<file path="src/rtl/erc_pkg.sv">
package erc_pkg;

  localparam int Q_DEPTH = 2;
  localparam int Q_AW    = (Q_DEPTH > 1) ? $clog2(Q_DEPTH) : 1;
  localparam int Q_CW    = $clog2(Q_DEPTH + 1);

  // configuration register indexes
  localparam logic [1:0] CFG_ESCAPE  = 2'd0;
  localparam logic [1:0] CFG_MIN_RUN = 2'd1;
  localparam logic [1:0] CFG_MAX_RUN = 2'd2;
  localparam logic [1:0] CFG_LIMIT   = 2'd3;

  localparam logic [3:0]  MIN_RUN_LO  = 4'd4;
  localparam logic [3:0]  MIN_RUN_HI  = 4'd8;
  localparam logic [8:0]  MAX_RUN_LO  = 9'd4;
  localparam logic [8:0]  MAX_RUN_HI  = 9'd258;
  localparam logic [8:0]  RUN_BIAS    = 9'd3;
  localparam logic [7:0]  ESC_LITERAL = 8'h00;

  localparam logic [1:0] TOK_LEN_LIT = 2'd1;
  localparam logic [1:0] TOK_LEN_ESC = 2'd2;
  localparam logic [1:0] TOK_LEN_RUN = 2'd3;

  typedef struct packed {
    logic [7:0]  escape_code;
    logic [3:0]  min_run;
    logic [8:0]  max_run;
    logic [31:0] out_limit;
  } erc_cfg_t;

  // one job per item that closes a run: the old run (a) and/or the final run (b)
  typedef struct packed {
    logic       flush_a;
    logic [8:0] len_a;
    logic [7:0] val_a;
    logic       eos;
    logic [8:0] len_b;
    logic [7:0] val_b;
  } erc_job_t;

endpackage

</file>
<file path="src/rtl/erc_front.sv">
module erc_front (
  input  logic               clk,
  input  logic               rst_n,
  input  logic               in_valid,
  output logic               in_ready,
  input  logic [7:0]         data_byte,
  input  logic               end_of_source,
  input  logic [8:0]         max_run,
  input  logic               q_full,
  output logic               q_push,
  output erc_pkg::erc_job_t  q_job
);
  import erc_pkg::*;

  logic [7:0] run_val_r, run_val_nxt;
  logic [8:0] run_len_r, run_len_nxt;
  logic       accept;
  logic       flush_a;
  logic [8:0] len_b;

  assign in_ready = !q_full;
  assign accept   = in_valid && !q_full;

  always_comb begin
    flush_a = (run_len_r != 9'd0) && ((data_byte != run_val_r) || (run_len_r >= max_run));
    len_b   = flush_a ? 9'd1 : run_len_r + 9'd1;

    q_job.flush_a = flush_a;
    q_job.len_a   = run_len_r;
    q_job.val_a   = run_val_r;
    q_job.eos     = end_of_source;
    q_job.len_b   = len_b;
    q_job.val_b   = data_byte;

    // an item that only extends a run produces no job
    q_push = accept && (flush_a || end_of_source);

    run_val_nxt = run_val_r;
    run_len_nxt = run_len_r;
    if (accept) begin
      run_val_nxt = data_byte;
      run_len_nxt = end_of_source ? 9'd0 : len_b;
    end
  end

  always_ff @(posedge clk) begin
    if (!rst_n) begin
      run_val_r <= 8'd0;
      run_len_r <= 9'd0;
    end else begin
      run_val_r <= run_val_nxt;
      run_len_r <= run_len_nxt;
    end
  end

endmodule

</file>
<file path="src/rtl/erc_queue.sv">
module erc_queue (
  input  logic               clk,
  input  logic               rst_n,
  input  logic               push,
  input  erc_pkg::erc_job_t  push_job,
  output logic               full,
  input  logic               pop,
  output logic               head_valid,
  output erc_pkg::erc_job_t  head_job
);
  import erc_pkg::*;

  erc_job_t           ent_r [Q_DEPTH];
  logic [Q_AW-1:0]    wr_ptr_r, wr_ptr_nxt;
  logic [Q_AW-1:0]    rd_ptr_r, rd_ptr_nxt;
  logic [Q_CW-1:0]    cnt_r, cnt_nxt;
  logic               do_push;
  logic               do_pop;

  assign full       = (cnt_r == Q_CW'(Q_DEPTH));
  assign head_valid = (cnt_r != '0);
  assign head_job   = ent_r[rd_ptr_r];
  assign do_push    = push && !full;
  assign do_pop     = pop && head_valid;

  always_comb begin
    wr_ptr_nxt = wr_ptr_r;
    rd_ptr_nxt = rd_ptr_r;
    cnt_nxt    = cnt_r;
    if (do_push) begin
      wr_ptr_nxt = (wr_ptr_r == Q_AW'(Q_DEPTH - 1)) ? '0 : wr_ptr_r + 1'b1;
    end
    if (do_pop) begin
      rd_ptr_nxt = (rd_ptr_r == Q_AW'(Q_DEPTH - 1)) ? '0 : rd_ptr_r + 1'b1;
    end
    if (do_push && !do_pop) begin
      cnt_nxt = cnt_r + 1'b1;
    end else if (do_pop && !do_push) begin
      cnt_nxt = cnt_r - 1'b1;
    end
  end

  always_ff @(posedge clk) begin
    if (do_push) begin
      ent_r[wr_ptr_r] <= push_job;
    end
  end

  always_ff @(posedge clk) begin
    if (!rst_n) begin
      wr_ptr_r <= '0;
      rd_ptr_r <= '0;
      cnt_r    <= '0;
    end else begin
      wr_ptr_r <= wr_ptr_nxt;
      rd_ptr_r <= rd_ptr_nxt;
      cnt_r    <= cnt_nxt;
    end
  end

  a_cnt_bound: assert property (@(posedge clk) disable iff (!rst_n)
    cnt_r <= Q_CW'(Q_DEPTH))
    else $error("job queue count past depth");

endmodule

</file>
<file path="src/rtl/erc_back.sv">
module erc_back (
  input  logic               clk,
  input  logic               rst_n,
  input  erc_pkg::erc_cfg_t  cfg,
  input  logic               job_valid,
  input  erc_pkg::erc_job_t  job,
  output logic               job_pop,
  output logic               out_valid,
  input  logic               out_ready,
  output logic [7:0]         out_byte,
  output logic               burst_last,
  output logic               stream_done,
  output logic               overflow
);
  import erc_pkg::*;

  logic        phase_r, phase_nxt;
  logic [1:0]  bidx_r, bidx_nxt;
  logic [2:0]  lit_cnt_r, lit_cnt_nxt;
  logic [31:0] written_r, written_nxt;
  logic        failed_r, failed_nxt;

  logic        ov_valid_r, ov_valid_nxt;
  logic [7:0]  ov_byte_r, ov_byte_nxt;
  logic        ov_last_r, ov_last_nxt;
  logic        ov_done_r, ov_done_nxt;
  logic        ov_ovf_r, ov_ovf_nxt;

  logic        can_emit;
  logic        go;
  logic        cur_active;
  logic [8:0]  cur_len;
  logic [7:0]  cur_val;
  logic        is_run;
  logic        lit_esc;
  logic [1:0]  tok_len;
  logic [32:0] sum;
  logic        over;
  logic [7:0]  tok_byte;
  logic [8:0]  len_m3;
  logic        tok_end;
  logic        lit_last;
  logic        phase_end;
  logic        entry_end;
  logic        emit_byte;

  assign can_emit = !ov_valid_r || out_ready;
  assign go       = job_valid && can_emit;

  always_comb begin
    cur_active = phase_r ? job.eos   : job.flush_a;
    cur_len    = phase_r ? job.len_b : job.len_a;
    cur_val    = phase_r ? job.val_b : job.val_a;
    is_run     = cur_len >= {5'd0, cfg.min_run};
    lit_esc    = cur_val == cfg.escape_code;
    tok_len    = is_run ? TOK_LEN_RUN : (lit_esc ? TOK_LEN_ESC : TOK_LEN_LIT);
    sum        = {1'b0, written_r} + {31'd0, tok_len};
    // check the whole token against the limit before its first byte
    over       = (bidx_r == 2'd0) && (sum > {1'b0, cfg.out_limit});
    len_m3     = cur_len - RUN_BIAS;

    tok_byte = cur_val;
    if (is_run) begin
      case (bidx_r)
        2'd0:    tok_byte = cfg.escape_code;
        2'd1:    tok_byte = len_m3[7:0];
        default: tok_byte = cur_val;
      endcase
    end else if (lit_esc) begin
      tok_byte = (bidx_r == 2'd0) ? cfg.escape_code : ESC_LITERAL;
    end

    tok_end   = bidx_r == (tok_len - 2'd1);
    lit_last  = ({6'd0, lit_cnt_r} + 9'd1) == cur_len;
    phase_end = tok_end && (is_run || lit_last);
    entry_end = phase_end && (phase_r || !job.eos);

    phase_nxt    = phase_r;
    bidx_nxt     = bidx_r;
    lit_cnt_nxt  = lit_cnt_r;
    written_nxt  = written_r;
    failed_nxt   = failed_r;
    job_pop      = 1'b0;
    emit_byte    = 1'b0;

    ov_valid_nxt = ov_valid_r && !out_ready;
    ov_byte_nxt  = ov_byte_r;
    ov_last_nxt  = ov_last_r;
    ov_done_nxt  = ov_done_r;
    ov_ovf_nxt   = ov_ovf_r;

    if (go) begin
      if (failed_r) begin
        // drop the rest of a failed stream; its end mark starts a fresh one
        job_pop = 1'b1;
        if (job.eos) begin
          failed_nxt  = 1'b0;
          written_nxt = 32'd0;
        end
      end else if (!cur_active) begin
        if (!phase_r) begin
          phase_nxt = 1'b1;
        end else begin
          job_pop   = 1'b1;
          phase_nxt = 1'b0;
        end
      end else if (over) begin
        ov_valid_nxt = 1'b1;
        ov_byte_nxt  = 8'd0;
        ov_last_nxt  = 1'b1;
        ov_done_nxt  = 1'b1;
        ov_ovf_nxt   = 1'b1;
        job_pop      = 1'b1;
        phase_nxt    = 1'b0;
        bidx_nxt     = 2'd0;
        lit_cnt_nxt  = 3'd0;
        if (job.eos) begin
          written_nxt = 32'd0;
        end else begin
          failed_nxt = 1'b1;
        end
      end else begin
        emit_byte    = 1'b1;
        ov_valid_nxt = 1'b1;
        ov_byte_nxt  = tok_byte;
        ov_last_nxt  = entry_end;
        ov_done_nxt  = entry_end && job.eos;
        ov_ovf_nxt   = 1'b0;
        if (bidx_r == 2'd0) begin
          written_nxt = sum[31:0];
        end
        if (!tok_end) begin
          bidx_nxt = bidx_r + 2'd1;
        end else begin
          bidx_nxt    = 2'd0;
          lit_cnt_nxt = lit_cnt_r + 3'd1;
        end
        if (phase_end) begin
          lit_cnt_nxt = 3'd0;
          if (entry_end) begin
            job_pop   = 1'b1;
            phase_nxt = 1'b0;
            if (job.eos) begin
              written_nxt = 32'd0;
            end
          end else begin
            phase_nxt = 1'b1;
          end
        end
      end
    end
  end

  always_ff @(posedge clk) begin
    if (!rst_n) begin
      phase_r    <= 1'b0;
      bidx_r     <= 2'd0;
      lit_cnt_r  <= 3'd0;
      written_r  <= 32'd0;
      failed_r   <= 1'b0;
      ov_valid_r <= 1'b0;
    end else begin
      phase_r    <= phase_nxt;
      bidx_r     <= bidx_nxt;
      lit_cnt_r  <= lit_cnt_nxt;
      written_r  <= written_nxt;
      failed_r   <= failed_nxt;
      ov_valid_r <= ov_valid_nxt;
    end
  end

  always_ff @(posedge clk) begin
    ov_byte_r <= ov_byte_nxt;
    ov_last_r <= ov_last_nxt;
    ov_done_r <= ov_done_nxt;
    ov_ovf_r  <= ov_ovf_nxt;
  end

  assign out_valid   = ov_valid_r;
  assign out_byte    = ov_byte_r;
  assign burst_last  = ov_last_r;
  assign stream_done = ov_done_r;
  assign overflow    = ov_ovf_r;

  a_ovf_ends: assert property (@(posedge clk) disable iff (!rst_n)
    (ov_valid_r && ov_ovf_r) |-> (ov_last_r && ov_done_r && ov_byte_r == 8'd0))
    else $error("overflow result must close the stream");

  a_failed_quiet: assert property (@(posedge clk) disable iff (!rst_n)
    failed_r |-> !emit_byte)
    else $error("byte emitted after overflow");

  a_bidx_range: assert property (@(posedge clk) disable iff (!rst_n)
    bidx_r != 2'd3)
    else $error("token byte index out of range");

  a_failed_idle: assert property (@(posedge clk) disable iff (!rst_n)
    failed_r |-> (phase_r == 1'b0 && bidx_r == 2'd0 && lit_cnt_r == 3'd0))
    else $error("sequencer busy while stream failed");

endmodule

</file>
<file path="src/rtl/escape_rle_compressor.sv">
// Escape-byte run-length compressor. Source bytes enter on in_* (in_tlast marks the last
// byte of a stream); compressed bytes leave on out_* with out_tlast on the last byte caused
// by one input item, out_tuser[0] on the last byte of a stream and out_tuser[1] on the single
// overflow result that ends a failed stream. The front takes one item per cycle while its
// two-entry job queue has room; an item that only extends a run produces no job. The back
// emits one result per cycle through its output register while a job waits and the receiver
// is ready, plus an idle step when an end-of-stream item has no earlier run to close; a job
// dropped after overflow is popped with no output. An item that closes a run yields 1 to 16
// bytes: three for a run token, one per literal, two per escaped literal. Write
// configuration only when the block is idle; min_run and max_run are clamped to their legal
// ranges on write. No clearing pass follows reset.
module escape_rle_compressor (
  input  logic        clk,
  input  logic        rst_n,
  input  logic        in_tvalid,
  output logic        in_tready,
  input  logic [7:0]  in_tdata,   // [7:0] data_byte
  input  logic        in_tlast,
  output logic        out_tvalid,
  input  logic        out_tready,
  output logic [7:0]  out_tdata,  // [7:0] out_byte
  output logic        out_tlast,
  output logic [1:0]  out_tuser,  // [0] stream_done, [1] overflow
  input  logic        cfg_we,
  input  logic [1:0]  cfg_index,
  input  logic [31:0] cfg_wdata
);
  import erc_pkg::*;

  erc_cfg_t   cfg_r, cfg_nxt;
  erc_job_t   push_job;
  erc_job_t   head_job;
  logic       q_push;
  logic       q_full;
  logic       q_pop;
  logic       q_valid;
  logic       done;
  logic       ovf;

  always_comb begin
    cfg_nxt = cfg_r;
    if (cfg_we) begin
      case (cfg_index)
        CFG_ESCAPE: cfg_nxt.escape_code = cfg_wdata[7:0];
        CFG_MIN_RUN: begin
          if (cfg_wdata[3:0] < MIN_RUN_LO) begin
            cfg_nxt.min_run = MIN_RUN_LO;
          end else if (cfg_wdata[3:0] > MIN_RUN_HI) begin
            cfg_nxt.min_run = MIN_RUN_HI;
          end else begin
            cfg_nxt.min_run = cfg_wdata[3:0];
          end
        end
        CFG_MAX_RUN: begin
          if (cfg_wdata[8:0] < MAX_RUN_LO) begin
            cfg_nxt.max_run = MAX_RUN_LO;
          end else if (cfg_wdata[8:0] > MAX_RUN_HI) begin
            cfg_nxt.max_run = MAX_RUN_HI;
          end else begin
            cfg_nxt.max_run = cfg_wdata[8:0];
          end
        end
        CFG_LIMIT: cfg_nxt.out_limit = cfg_wdata;
        default: cfg_nxt = cfg_r;
      endcase
    end
  end

  always_ff @(posedge clk) begin
    if (!rst_n) begin
      cfg_r.escape_code <= 8'hFF;
      cfg_r.min_run     <= MIN_RUN_LO;
      cfg_r.max_run     <= MAX_RUN_HI;
      cfg_r.out_limit   <= 32'hFFFF_FFFF;
    end else begin
      cfg_r <= cfg_nxt;
    end
  end

  erc_front u_front (
    .clk           (clk),
    .rst_n         (rst_n),
    .in_valid      (in_tvalid),
    .in_ready      (in_tready),
    .data_byte     (in_tdata),
    .end_of_source (in_tlast),
    .max_run       (cfg_r.max_run),
    .q_full        (q_full),
    .q_push        (q_push),
    .q_job         (push_job)
  );

  erc_queue u_queue (
    .clk        (clk),
    .rst_n      (rst_n),
    .push       (q_push),
    .push_job   (push_job),
    .full       (q_full),
    .pop        (q_pop),
    .head_valid (q_valid),
    .head_job   (head_job)
  );

  erc_back u_back (
    .clk         (clk),
    .rst_n       (rst_n),
    .cfg         (cfg_r),
    .job_valid   (q_valid),
    .job         (head_job),
    .job_pop     (q_pop),
    .out_valid   (out_tvalid),
    .out_ready   (out_tready),
    .out_byte    (out_tdata),
    .burst_last  (out_tlast),
    .stream_done (done),
    .overflow    (ovf)
  );

  assign out_tuser = {ovf, done};

endmodule

</file>
<file path="config.mk">
export PLATFORM = sky130hd
export DESIGN_NAME = escape_rle_compressor
export DESIGN_NICKNAME = d
export VERILOG_FILES = /design/src/rtl/erc_pkg.sv /design/src/rtl/erc_front.sv /design/src/rtl/erc_queue.sv /design/src/rtl/erc_back.sv /design/src/rtl/escape_rle_compressor.sv
export SDC_FILE = /design/constraint.sdc
export NUM_CORES = 1
export LEC_CHECK = 0
export BUFFER_PORTS_ARGS = -buffer_cell sky130_fd_sc_hd__buf_4
export CAP_MARGIN = 20
export CORE_ASPECT_RATIO = 1.5
export CORE_MARGIN = 2
export CORE_UTILIZATION = 45
export CTS_CLUSTER_SIZE = 14
export DETAILED_ROUTE_END_ITERATION = 12
export PLACE_DENSITY = 0.67
export SLEW_MARGIN = 30
export SYNTH_ARGS = -nofsm -noshare
export SYNTH_HDL_FRONTEND = slang
export SYNTH_SLANG_ARGS = --single-unit
</file>
<file path="constraint.sdc">
create_clock -name clk -period 7.8 [get_ports clk]
set_input_delay 0 -clock clk [delete_from_list [all_inputs] [get_ports clk]]
set_output_delay 0 -clock clk [all_outputs]
set_load 0.005 [all_outputs]
</file>
# After elaboration in Yosys (flattened, before gate mapping)

Memory sizes are Yosys's and may differ from the RTL's. A register that Yosys moved wholly into a read port is not among the register bits.
Index checks and enable logic that the tools add are counted.

Bits of input ports: 48
Bits in writable memories: 72
Flip-flop bits (word level): 125
Memories kept: 1
Word-level logic and storage cells: 144

Memory list:

| memory        | words | width | read ports | clocked after memory_dff | write ports | line            | source |
|---|---|---|---|---|---|---|---|
| u_queue.ent_r | 2     | 36    | 1          | 1                        | 1           | erc_queue.sv:13 | `erc_job_t ent_r [Q_DEPTH];` |

Multiplexer cells: 56
Add/sub/neg operators: 11
Eq/ne operators: 10
Bitwise operators: 1
$lt $le $gt $ge: 7
Reductions and logical operators: 39

Operator list:

| kind                | count |
|---|---|
| $mux 32             | 8 |
| $mux 9              | 5 |
| $add 32x2->33       | 1 |
| $gt 33x32->1        | 1 |
| $mux 8              | 4 |
| $mux 1              | 27 |
| $pmux 8 s2          | 1 |
| $logic_and 1x1->1   | 13 |
| $mux 2              | 6 |
| $reduce_and 2->1    | 5 |
| $add 9x1->9 const B | 1 |
| $eq 4x9->1          | 1 |
| $ge 9x4->1          | 1 |
| $ge 9x9->1          | 1 |
| $gt 9x9->1 const B  | 1 |
| $lt 9x3->1 const B  | 1 |
| $mux 3              | 3 |
| $reduce_bool 9->1   | 1 |
| $eq 8x8->1          | 1 |
| $mux 4              | 2 |
| $ne 8x8->1          | 1 |
| $sub 8x2->8 const B | 1 |
| $eq 2x2->1 const B  | 3 |
| $logic_not 1->1     | 6 |
| 17 further kinds    | 29 |

# Longest topological paths before layout

Word-level depth: 18
Mapped depth: 34

# Cells and area by module

A second synthesis with hierarchy kept.

Cell total of the unflattened synthesis: 1179
Area, all modules: 11039.3 um^2

Modules (own cells, without submodules):

| module                | cells an instance | times used | area an instance (um^2) |
|---|---|---|---|
| erc_back              | 633               | 1          | 4927.2 |
| erc_queue             | 137               | 1          | 2831.5 |
| escape_rle_compressor | 241               | 1          | 1959.4 |
| erc_front             | 168               | 1          | 1321.3 |

# Worst setup path before layout

No wires, ideal clock.

Path type: reg2reg
Start: register with a tool-made name
End: register u_queue.cnt_r[1]
Path buffers: 5
Path slack: 995 ps
Data required time: 7724 ps
Cell stages (with the launch flop): 33
Arrival time: 6729 ps
Cell sequence: dfxtp_1 -> buf_6 -> buf_12 -> mux4_2 -> clkbuf_1 -> ha_1 -> o21ai_0 -> o21bai_1 -> or2_2 -> clkbuf_1 -> nand2b_1 -> ha_1 -> inv_1 -> fa_1 -> and3b_1 -> nand3_1 -> or3_1 -> clkbuf_1 -> nor2_1 -> and3_1 -> xor2_1 -> ha_1 -> nand4_1 -> nor3_1 -> a31oi_1 -> o21ai_0 -> a41oi_1 -> a31oi_1 -> a21oi_1 -> o21ai_0 -> ha_1 -> or3_1 -> a21boi_0

RTL lines:

| element              | line            | source |
|---|---|---|
| end signal, assigned | erc_queue.sv:57 | `cnt_r <= cnt_nxt;` |
| end, declared        | erc_queue.sv:16 | `logic [Q_CW-1:0] cnt_r, cnt_nxt;` |

==> impl_results.md <==
- Sequential Area: 4795 um^2
- Worst slack, placed: 0.2972 ns
- Slowest cell delay on critical path: 0.65 ns
- Iteration-0 DRC Markers: 475
- Highest Clock Rate: 0.1360 GHz
- Avg Cell Area, Syn: 10.20 um^2
- Final Max Tran Viols: 0
- CTS root buf: clkbuf_16
- CP top delay family: simple AND/OR/NAND/NOR gates
- Syn. warnings: 0
- Drt pass-1 iters: 5
- Initial core utilization: 0.4578
- Status: finished clean
- Slew Limit Headroom: 0.3821
- Post-synth ARST share: 0
- Clock sink count: 198
- DIE WIDTH: 127.2 um
- Largest net degree at the start of global routing: 80
- Initial antenna violation count: 0
- Reg2reg setup slack: 0.45 ns
- Gpl congestion: 0.9332
- Post-Synth XOR/XNOR Area: 0.05129
- Maxcap violations: 0
- Arr. time, crit path: 7.72 ns
- Register area share after synthesis: 0.4679
- Vias/cell: 5.687
- Final WS setup: 0.4491 ns
- Die Y: 188.8 um
- Compound-Gate Fraction of Synth Area: 0.1562
- Synth Instances: 1,005
- Vias: 7,910
- TritonCTS clock tree: done
- Fillcell total: 1,970
- Worst r2r dst: u_queue.cnt_r[1]
- Die area: 24,020 um^2
- Cell Area, Synth: 10,250 um^2
- Clk slew on worst S/H paths: 0.07 ns
- CP endpoint kind: flop
- Buffer depth of the longest clock path: 2
- RSZ-0062 raised after global routing: true
- Nets: 1,205
- Mux share of post-synthesis cell area: 0.04555
- Fin. Hold Viols: 0
- Post-DP Area: 10,870 um^2
- Core box area: 22,380 um^2
- First-pass GRT wire length: 40,030 um
- Syn Nets: 1,108
- Post-synth top area cell: edfxtp_1
- Synth Area in Adders: 0.06887
- Slew @ Worst Pin: 0.9263 ns
- Reg2Reg Depth: 26
- # Post-CTS Setup Buffers: 0
- H-tree Lvls: 4
- # setup viols final: 0
- Vias in the first global route: 7,917
- Count of different cell masters after synthesis: 77
- Req. time, crit path: 8.17 ns
- Leakage: 4.924 nW
- Peak supply drop: 0.1783 mV
- Synth top area share: 0.2433
- Area Overhead vs Synth: 17.66%
- # port buffers: 60
- Hold Startpoint: cfg_we
- Final instance area: 12,060 um^2
- CTS buffer count: 17
- Main combinational cell family by area after synthesis: simple AND/OR/NAND/NOR gates
- Rows: 67
- IO Pins: 61
- CP Class: reg2reg
- Aggregate global routing overflow: 0
- Worst-path maximum fanout: 14
- Post-synth EDFFs: 83
- Layout cells sized above 1: 0.1202
- Top FF cell, synth: dfxtp_1
- PD cells: 223.4 nW/um^2
- Period minus WS final: 7.351 ns
- Clock Latency Late Sink: 0.45 ns
- Top post-synthesis cells by area: edfxtp_1 24%, dfxtp_1 22%, ha_1 6.6%, nand2_1 4.3%, mux4_2 3.5%
- Area of the multi-input gates: 4957 um^2
- Tot GR Track Use: 0.2143
- Final ANT Viol Nets: 0
- Drt total wl: 25,010 um
- Worst hold stages: 5
- Post-DP HPWL: 18,070 um
- Layout Skew: 0.01445 ns
- Final period utilization: 0.9424
- Simple-gate share of the synthesized area: 0.1608
- Hold Path Class: in2reg
- Critical path buffer and inverter count: 2
- Startpoint types: flop
- Hold Crit Endpoint: cfg_r[41]
- WL per Instance: 17.98 um
- ANT cells: 0
- Slowest CP cell: mux4_1
- Seq cells post-synth: 198
- DRC errors left: 0
worst reg2reg max path: cells and delay by family (launching register included):
kind,cells,cell delay (ns)
AO/OA/AOI/OAI,7,1.30
XOR/XNOR,2,0.27
adder cells (fa/ha/maj),3,1.14
buffers and inverters,2,0.51
flip-flops,1,0.54
multiplexers,1,0.66
AND/OR/NAND/NOR,11,2.87
report_power, final:
| part | switching, W | internal, W | total (W) |
|---|---|---|---|
| clock network | 0.000411 | 0.000450 | 0.000862 |
| registers | 0.0000474 | 0.00117 | 0.00122 |
| logic | 0.000363 | 0.000252 | 0.000614 |
flip-flops by register name, indices dropped and copies added (netlist names), named ones only:
name / cells
u_queue.wr_ptr_r: 1
u_back.burst_last: 1
u_back.bidx_r: 2
u_back.failed_r: 1
u_back.out_byte: 8
u_front.run_len_r: 9
u_back.written_r: 32
u_back.phase_r: 1
u_queue.cnt_r: 2
u_front.run_val_r: 8
cfg_r: 53
u_back.overflow: 1
u_back.lit_cnt_r: 3
u_queue.rd_ptr_r: 1
u_back.stream_done: 1
u_back.out_valid: 1
u_queue.ent_r: 72
worst max path at each step:
stage	slack [ns]	end	cells after the start	startpoint
floorplan	1.0	u_queue.cnt_r[1]	32	flop
global placement	0.54	u_back.written_r[3]	25	flop
detailed placement	0.30	u_queue.cnt_r[1]	27	flop
CTS	0.30	u_queue.cnt_r[1]	29	flop
global route	-0.04	u_queue.cnt_r[1]	26	flop
finish	0.45	u_queue.cnt_r[1]	26	flop
through the flow:
step | setup TNS (ns) | cells | power (W) | hold WS (ns) | utilization
after global routing | -0.04089 | 1391 | 0.002818 | 0.07800 | 0.5386
after CTS | 0 | 1391 | 0.002708 | 0.03123 | 0.5383
after floorplan | 0 | 1005 | 0.001641 | 0.09887 | -
final | 0 | 1391 | 0.002693 | 0.05639 | 0.5386
after detailed placement | 0 | 1298 | 0.001829 | 0.2134 | 0.4857
after global placement | 0 | 1298 | 0.001820 | 0.2109 | 0.4856
cell usage in the layout, fill, tap and decap left out, types with 7 or more instances in the layout:
master / n
a22o_1: 20
xnor2_1: 38
nand2_1: 118
o21a_1: 7
a21o_1: 17
xor2_1: 22
nand4_1: 22
nor2b_1: 13
clkbuf_16: 17
a31oi_1: 8
inv_1: 67
dlygate4sd3_1: 61
a21oi_1: 32
o211ai_1: 35
nor2_1: 42
nand2b_1: 12
nand3_1: 41
mux4_2: 16
buf_4: 70
and2_1: 10
a21boi_0: 16
edfxtp_1: 83
o21ai_0: 20
and3_1: 15
dfxtp_1: 115
a22oi_1: 16
mux2i_1: 8
ha_1: 54
nor3_1: 11
metal layers:
metal | up-vias | GRT usage | part of all wire
li1 | 3861 | - | -
met1 | 3775 | 0.2265 | 0.38
met2 | 206 | 0.3939 | 0.53
met3 | 68 | 0.03322 | 0.032
met4 | 0 | 0.1319 | 0.060
met5 | - | 0 | 0
logic make-up after synthesis:
kind of cell / after synthesis
adders and majority gates: 56
buffers and inverters: 121
and+or+nand+nor: 326
DFF: 198
AOI/OAI and AO/OA: 219
muxes: 25
xor gates and xnor gates: 60
synthesized netlist by cell type, drive strengths merged, types with 19 or more instances:
library cell  number
nand3             42
nand2            118
nor2              42
inv               68
edfxtp            83
clkbuf            34
xnor2             38
a22o              20
nand4             22
buf               19
ha                54
a21oi             32
o21ai             22
xor2              22
dfxtp            115
o211ai            35
final cells by class:
class,count,area share
Multi-Input combinational cell,686,0.4112
Tap cell,276,0.02865
Timing Repair Buffer,131,0.09424
Sequential cell,198,0.3977
Inverter,68,0.02117
Clock buffer,18,0.03560
Clock inverter,14,0.01142
timing repair:
action / CTS / global route
resized for setup: 0 / 3
hold endpoints to repair: 86 / 0
endpoints found under the setup margin: 0 / 24
hold buffers: 61 / 0
Note: power is estimated with default switching activity, not from simulation.
